===== src/hdl/assert_macros.svh =====
// assertion macros used by the segment unit top level
// no dependencies; expects clk_i and rst_ni in the including scope
`ifndef ASSERT_MACROS_SVH
`define ASSERT_MACROS_SVH

// property must hold at every clock edge outside reset
`define ASSERT_CLK(lbl, prop, msg) \
  lbl: assert property (@(posedge clk_i) disable iff (!rst_ni) (prop)) else $error(msg);

// expression must never be true outside reset
`define ASSERT_NEVER(lbl, expr, msg) \
  lbl: assert property (@(posedge clk_i) disable iff (!rst_ni) !(expr)) else $error(msg);

`endif


===== src/hdl/mscs_pkg.sv =====
// constants and types for the marching squares segment unit
// no dependencies
package mscs_pkg;

  localparam int GRID_SIZE  = 1024;
  localparam int FRAC_BITS  = 16;
  localparam int POS_W      = 10;
  localparam int VAL_W      = 32;
  localparam int SCALE_W    = 24;
  localparam int OUT_W      = 34;
  localparam int COORD_W    = POS_W + FRAC_BITS + 1;
  localparam int PROD_W     = COORD_W + SCALE_W;
  localparam int DIV_STAGES = FRAC_BITS;
  localparam int CFG_IDX_W  = 2;

  // register indexes of the configuration port
  localparam logic [CFG_IDX_W-1:0] REG_LEVEL   = 2'd0;
  localparam logic [CFG_IDX_W-1:0] REG_SCALE_X = 2'd1;
  localparam logic [CFG_IDX_W-1:0] REG_SCALE_Y = 2'd2;

  // edge order
  localparam int EDGE_TOP    = 0;
  localparam int EDGE_RIGHT  = 1;
  localparam int EDGE_BOTTOM = 2;
  localparam int EDGE_LEFT   = 3;

  typedef enum logic [1:0] {
    MODE_ZERO,
    MODE_ONE,
    MODE_DIV
  } edge_mode_e;

  // cell data that travels beside the dividers
  typedef struct packed {
    logic [3:0]       cas;
    logic [POS_W-1:0] col;
    logic [POS_W-1:0] row;
    edge_mode_e [3:0] mode;
  } side_t;

endpackage


===== src/hdl/mscs_div.sv =====
// pipelined restoring divider, one quotient bit per stage
// depends on mscs_pkg; numerator must be below denominator
module mscs_div (
  input  logic                              clk_i,
  input  logic                              en_i,
  input  logic [mscs_pkg::VAL_W-1:0]        num_i,
  input  logic [mscs_pkg::VAL_W-1:0]        den_i,
  output logic [mscs_pkg::FRAC_BITS-1:0]    quot_o
);
  import mscs_pkg::*;

  logic [VAL_W-1:0]     rem_q  [DIV_STAGES];
  logic [VAL_W-1:0]     den_q  [DIV_STAGES];
  logic [FRAC_BITS-1:0] quot_q [DIV_STAGES];
  logic [VAL_W-1:0]     rem_d  [DIV_STAGES];
  logic [VAL_W-1:0]     den_d  [DIV_STAGES];
  logic [FRAC_BITS-1:0] quot_d [DIV_STAGES];

  // one shift, compare and subtract per stage
  always_comb begin
    logic [VAL_W-1:0]     rp;
    logic [VAL_W-1:0]     dp;
    logic [FRAC_BITS-1:0] qp;
    logic [VAL_W:0]       r2;
    logic [VAL_W+1:0]     diff;
    for (int k = 0; k < DIV_STAGES; k++) begin
      if (k == 0) begin
        rp = num_i;
        dp = den_i;
        qp = '0;
      end else begin
        rp = rem_q[k-1];
        dp = den_q[k-1];
        qp = quot_q[k-1];
      end
      r2   = {rp, 1'b0};
      diff = {1'b0, r2} - {2'b00, dp};
      den_d[k]  = dp;
      quot_d[k] = {qp[FRAC_BITS-2:0], ~diff[VAL_W+1]};
      rem_d[k]  = diff[VAL_W+1] ? r2[VAL_W-1:0] : diff[VAL_W-1:0];
    end
  end

  always_ff @(posedge clk_i) begin
    if (en_i) begin
      rem_q  <= rem_d;
      den_q  <= den_d;
      quot_q <= quot_d;
    end
  end

  assign quot_o = quot_q[DIV_STAGES-1];

endmodule


===== config.mk =====
export PLATFORM = sky130hd
export DESIGN_NAME = mscs_div
export DESIGN_NICKNAME = d
export VERILOG_FILES = /design/src/hdl/assert_macros.svh /design/src/hdl/mscs_pkg.sv /design/src/hdl/mscs_div.sv
export SDC_FILE = /design/constraint.sdc
export NUM_CORES = 2
export LEC_CHECK = 0
export ABC_AREA = 1
export BUFFER_PORTS_ARGS = -buffer_cell sky130_fd_sc_hd__buf_2
export CORE_MARGIN = 2
export CORE_UTILIZATION = 46
export CTS_BUF_LIST = sky130_fd_sc_hd__clkbuf_4 sky130_fd_sc_hd__clkbuf_8 sky130_fd_sc_hd__clkbuf_16
export CTS_CLUSTER_SIZE = 40
export DETAILED_ROUTE_END_ITERATION = 10
export PLACE_DENSITY = 0.71
export SYNTH_ARGS = -nofsm -noshare
export SYNTH_HDL_FRONTEND = slang
export SYNTH_SLANG_ARGS = --single-unit

===== constraint.sdc =====
create_clock -name clk_i -period 3.4 [get_ports clk_i]
set_input_delay 0.34 -clock clk_i [delete_from_list [all_inputs] [get_ports clk_i]]
set_output_delay 0.34 -clock clk_i [all_outputs]
set_load 0.02 [all_outputs]

### Word-level counts from Yosys, hierarchy flattened

Cells that the tools add are included.

* $add $sub $neg: 16
* mux-type cells: 15
* bitwise operators: 16

Operator list (number)
* 33-bit by 32-bit subtractor with 34-bit output: 16
* 32-bit two-way mux: 15
* 1-bit NOT: 16

* bits in registers: 1096
* word-level logic and storage cells: 108

### Longest topological paths before layout

* word-level depth: 2
* depth in mapped cells: 16
* gate-level depth less buffers: 14

### Worst setup path before layout

No wires, ideal clock.

* path kind: register to register
* start point: register rem_q[274] in the netlist's numbering
* end point: register rem_q[254] in the netlist's numbering (data pin)
* slack: 1422 ps
* setup time: 253 ps
* cell stages (with the launch flop): 13
* data arrival time: 1725 ps
* path through: edfxtp_1 > ha_1 > nand2_1 > inv_2 > nand2_1 > nand3_1 > a21oi_2 > nor2_1 > nor2_4 > nand2_8 > buf_6 > nand3_1 > nand2_1

RTL lines
* from (decl): RTL line mscs_div.sv:12 `logic [VAL_W-1:0] rem_q [DIV_STAGES];`
* from (signal assigned): RTL line mscs_div.sv:46 `rem_q <= rem_d;`

==> flow_metrics.env <==
export IMPL_synthMuxAreaShare=0
export IMPL_yosys_area_share_simple=0.341
export IMPL_syn_area_per_cell_um2=7.38
export IMPL_wl_per_cell_um=18.6
export IMPL_vias=69000
export IMPL_ys_seq_elements=1096
export IMPL_arrival_ns=3.56
export IMPL_syn_num_nets=11400
export IMPL_globalplace_congestion=1.00
export IMPL_seq_area_mm2=0.0329
export IMPL_worst_slew_pin_slew_ns=0.682
export IMPL_die_h_um=421
export IMPL_leakagePower_nw=46.2
export IMPL_report_final_slew_viol_count=0
export IMPL_reg2regPathDepth=10
export IMPL_tns_ns=0
export IMPL_nets=11600
export IMPL_clkLatencyLatePin_ns=0.80
export IMPL_slowest_delay_ns=0.48
export IMPL_cpMostUsedCell="nand2_1"
export IMPL_drt_initial_drc_count=6101
export IMPL_cts_htree_levels=3
export IMPL_io_pins=82
export IMPL_core_area_mm2=0.173
export IMPL_internal_power_w=0.0409
export IMPL_worstSetupPathType="flop to flop"
export IMPL_hpwl_um=202000
export IMPL_routed_wl_um=251000
export IMPL_pwr_share_clk=0.178
export IMPL_grt_max_degree=123
export IMPL_start_util=0.461
export IMPL_ir_worst_vdd_mv=0.519
export IMPL_cts_sinks=1096
export IMPL_crit_reg2reg_launch="den_d[317]"
export IMPL_end_kind="flop"
export IMPL_grt_pass1_wl_um=383000
export IMPL_path_clk_slew_ns=0.06
export IMPL_hold_depth=2
export IMPL_synthCells=10800
export IMPL_max_freq_mhz=342
export IMPL_cts_inserted_buffers=121
export IMPL_status="complete, no violations"
export IMPL_crit_buf_inv=1
export IMPL_ys_warn_count=0
export IMPL_grt_remaining_overflow=0
export IMPL_seq_area_frac_synth=0.411
export IMPL_hold_start="den_i[27]"
export IMPL_portBuffers=81
export IMPL_synth_xor_area_frac=0.0230
export IMPL_cts_buffer_depth=3
export IMPL_synth_area_mm2=0.0800
export IMPL_rows=153
export IMPL_fin_skew_ns=0.0369
export IMPL_syn2layout_area_growth_pct=9.60
export IMPL_pwr_share_seq=0.300
export IMPL_setup_viol=0
export IMPL_grt_pass1_vias=66000
export IMPL_timing_slew_headroom=0.545
export IMPL_r2r_end="rem_q[307]"
export IMPL_fin_crit_sh=0.861
export IMPL_antenna_found_initial=8
export IMPL_avgViaCountPerCell=5.12
export IMPL_die_w_um=421
export IMPL_rsz0062_at_grt="no"
export IMPL_hold_end="den_d[475]"
export IMPL_fillers=16900
export IMPL_postLayoutCoreUtil=0.506
export IMPL_multi_input_area_mm2=0.0375
export IMPL_drc=0
export IMPL_drt_first_pass_iters=6
export IMPL_ant_nets=0
export IMPL_cp_cell_sequence="inv_1 > ha_1 > nand2_1 > nor3_1 > nand2_1 > nor2_1 > nand2_4 > nand2_4 > nand3_2 > nand2_1"
export IMPL_grt_usage=0.277
export IMPL_cts_tree="yes"
export IMPL_die_area_mm2=0.177
export IMPL_switching_share=0.471
export IMPL_combPwrFrac=0.522
export IMPL_cpLargestDelayFamily="simple AND/OR/NAND/NOR gates"
export IMPL_finalHoldViolCount=0
export IMPL_root_buffer="clkbuf_16"
export IMPL_cp_slowest_cell="edfxtp_1"
export IMPL_regToRegSetupSlack_ns=0.47
export IMPL_yosysUniqueCellTypes=35
export IMPL_drive_above_1_share=0.0614
export IMPL_power_switching_w=0.0365
export IMPL_worst_hold_path_type="primary input to flop"
export IMPL_start_kind="flop"
export IMPL_hold_ws_ns=0.283
export IMPL_power_density_mw_per_mm2=882
export IMPL_post_cts_buffers=0
export IMPL_crit_path_max_fanout=33
export IMPL_layout_min_cycle_time_ns=2.93
export IMPL_synthAdderAreaFrac=0.0813
export IMPL_synth_compound_area_frac=0.0239
export IMPL_maxCapViolations=0
export IMPL_cp_data_required_time_ns=4.04
export IMPL_synth_top_family_by_area="simple AND/OR/NAND/NOR gates"
cell usage after synthesis:
master / count / area [µm²]
buf_4: 6 / 45.0
nor2_1: 574 / 2150
fa_1: 15 / 300
and3_1: 15 / 93.8
or2_2: 8 / 50.1
o311ai_0: 1 / 8.76
nor3_1: 64 / 320
xnor2_1: 7 / 61.3
xor2_1: 203 / 1780
nand2_4: 30 / 338
nand3_2: 160 / 1600
buf_2: 90 / 450
edfxtp_1: 1096 / 32900
nand4_1: 92 / 576
buf_8: 6 / 90.1
nor2_2: 39 / 244
nand3_1: 847 / 4240
nand2_8: 2 / 40.0
a21oi_1: 309 / 1550
nand3b_1: 90 / 676
o21bai_1: 15 / 113
buf_6: 33 / 372
inv_2: 8 / 30.0
inv_1: 2242 / 8420
buf_12: 8 / 160
nor3_2: 6 / 60.1
and2_1: 136 / 851
nand2_2: 44 / 275
o211ai_1: 2 / 15.0
o21ai_0: 19 / 95.1
a21oi_2: 15 / 131
nor4_1: 1 / 6.26
nor2_4: 15 / 169
ha_1: 496 / 6210
nand2_1: 4154 / 15600
worst reg2reg max path: cells and delay by family, from the launching register on:
kind | cells | cell delay, ns
buffers and inverters | 1 | 0.08
and+or+nand+nor | 8 | 1.85
DFF | 1 | 0.48
adders and majority gates | 1 | 0.38
kinds of logic after synthesis:
| logic type | Yosys count |
|---|---|
| AO/OA/AOI/OAI | 361 |
| XOR/XNOR | 210 |
| adder cells (fa/ha/maj) | 511 |
| buffers and inverters | 2393 |
| flip-flops | 1096 |
| AND/OR/NAND/NOR | 6277 |
what timing repair did:
| item | 4_1_cts | 5_1_grt |
|---|---|---|
| hold endpoints to repair | 64 | 0 |
| hold buffers | 64 | 0 |
| gates resized for setup | 0 | 0 |
power by group through the flow:
stage               Combinational, W  Sequential [W]  Clock, W
CTS                           0.0399          0.0232    0.0141
global route                  0.0454          0.0234    0.0145
floorplan                     0.0298          0.0215         0
global placement              0.0391          0.0235         0
finish                        0.0404          0.0232    0.0138
detailed placement            0.0396          0.0234         0
routing by layer:
layer / track usage / vias to the layer above / share of wire
met5: 0 / - / 0.000052
met2: 0.477 / 2283 / 0.48
met3: 0.0330 / 577 / 0.058
met1: 0.343 / 31800 / 0.41
li1: - / 34300 / -
met4: 0.139 / 2 / 0.057
how the worst max path moves through the flow:
stage,from,endpoint,depth (start not counted)
floorplan,rem_q[274],rem_q[254],12
global placement,den_d[315],rem_q[307],10
detailed placement,den_d[317],rem_q[307],10
CTS,den_d[317],rem_q[307],10
global route,den_d[317],rem_q[307],10
finish,den_d[317],rem_q[307],10
metrics by stage:
step | power [W] | worst slack, ns | area [µm²] | instances
after detailed placement | 0.0631 | 0.555 | 82900 | 13200
final | 0.0774 | 0.472 | 87700 | 13500
after global placement | 0.0626 | 0.565 | 82900 | 13200
after CTS | 0.0771 | 0.553 | 87700 | 13500
after global routing | 0.0833 | 0.303 | 87700 | 13500
after floorplan | 0.0513 | 1.42 | 80000 | 10800
placed cells by master (no fill, tap or decap), types with 17 or more instances in the layout:
master,Yosys,final
nand2_1,4154,4154
inv_1,2242,2242
edfxtp_1,1096,1096
nand3_1,847,847
nor2_1,574,574
ha_1,496,496
a21oi_1,309,309
xor2_1,203,203
nand3_2,160,160
and2_1,136,136
clkbuf_16,0,122
nand4_1,92,92
nand3b_1,90,90
buf_2,90,80
nor3_1,64,64
dlygate4sd3_1,0,64
buf_4,6,54
nand2_2,44,44
nor2_2,39,39
nand2_4,30,30
clkinv_1,0,20
o21ai_0,19,19
clkbuf_4,0,18
clkinv_2,0,17
cell type report:
class / count / area share
repair buffers: 212 / 0.0196
diodes: 2 / 0.0000571
multi-input cells: 7359 / 0.428
clock buffers: 140 / 0.0364
clock inverters: 89 / 0.0111
inverters: 2250 / 0.0963
well taps: 2325 / 0.0332
flip-flops and latches: 1096 / 0.375
registers in the layout, indices dropped and copies added (netlist names):
signal  flops
rem_q     480
quot_d    120
den_d     480
quot_o     16
(Power assumes the default switching activity.)
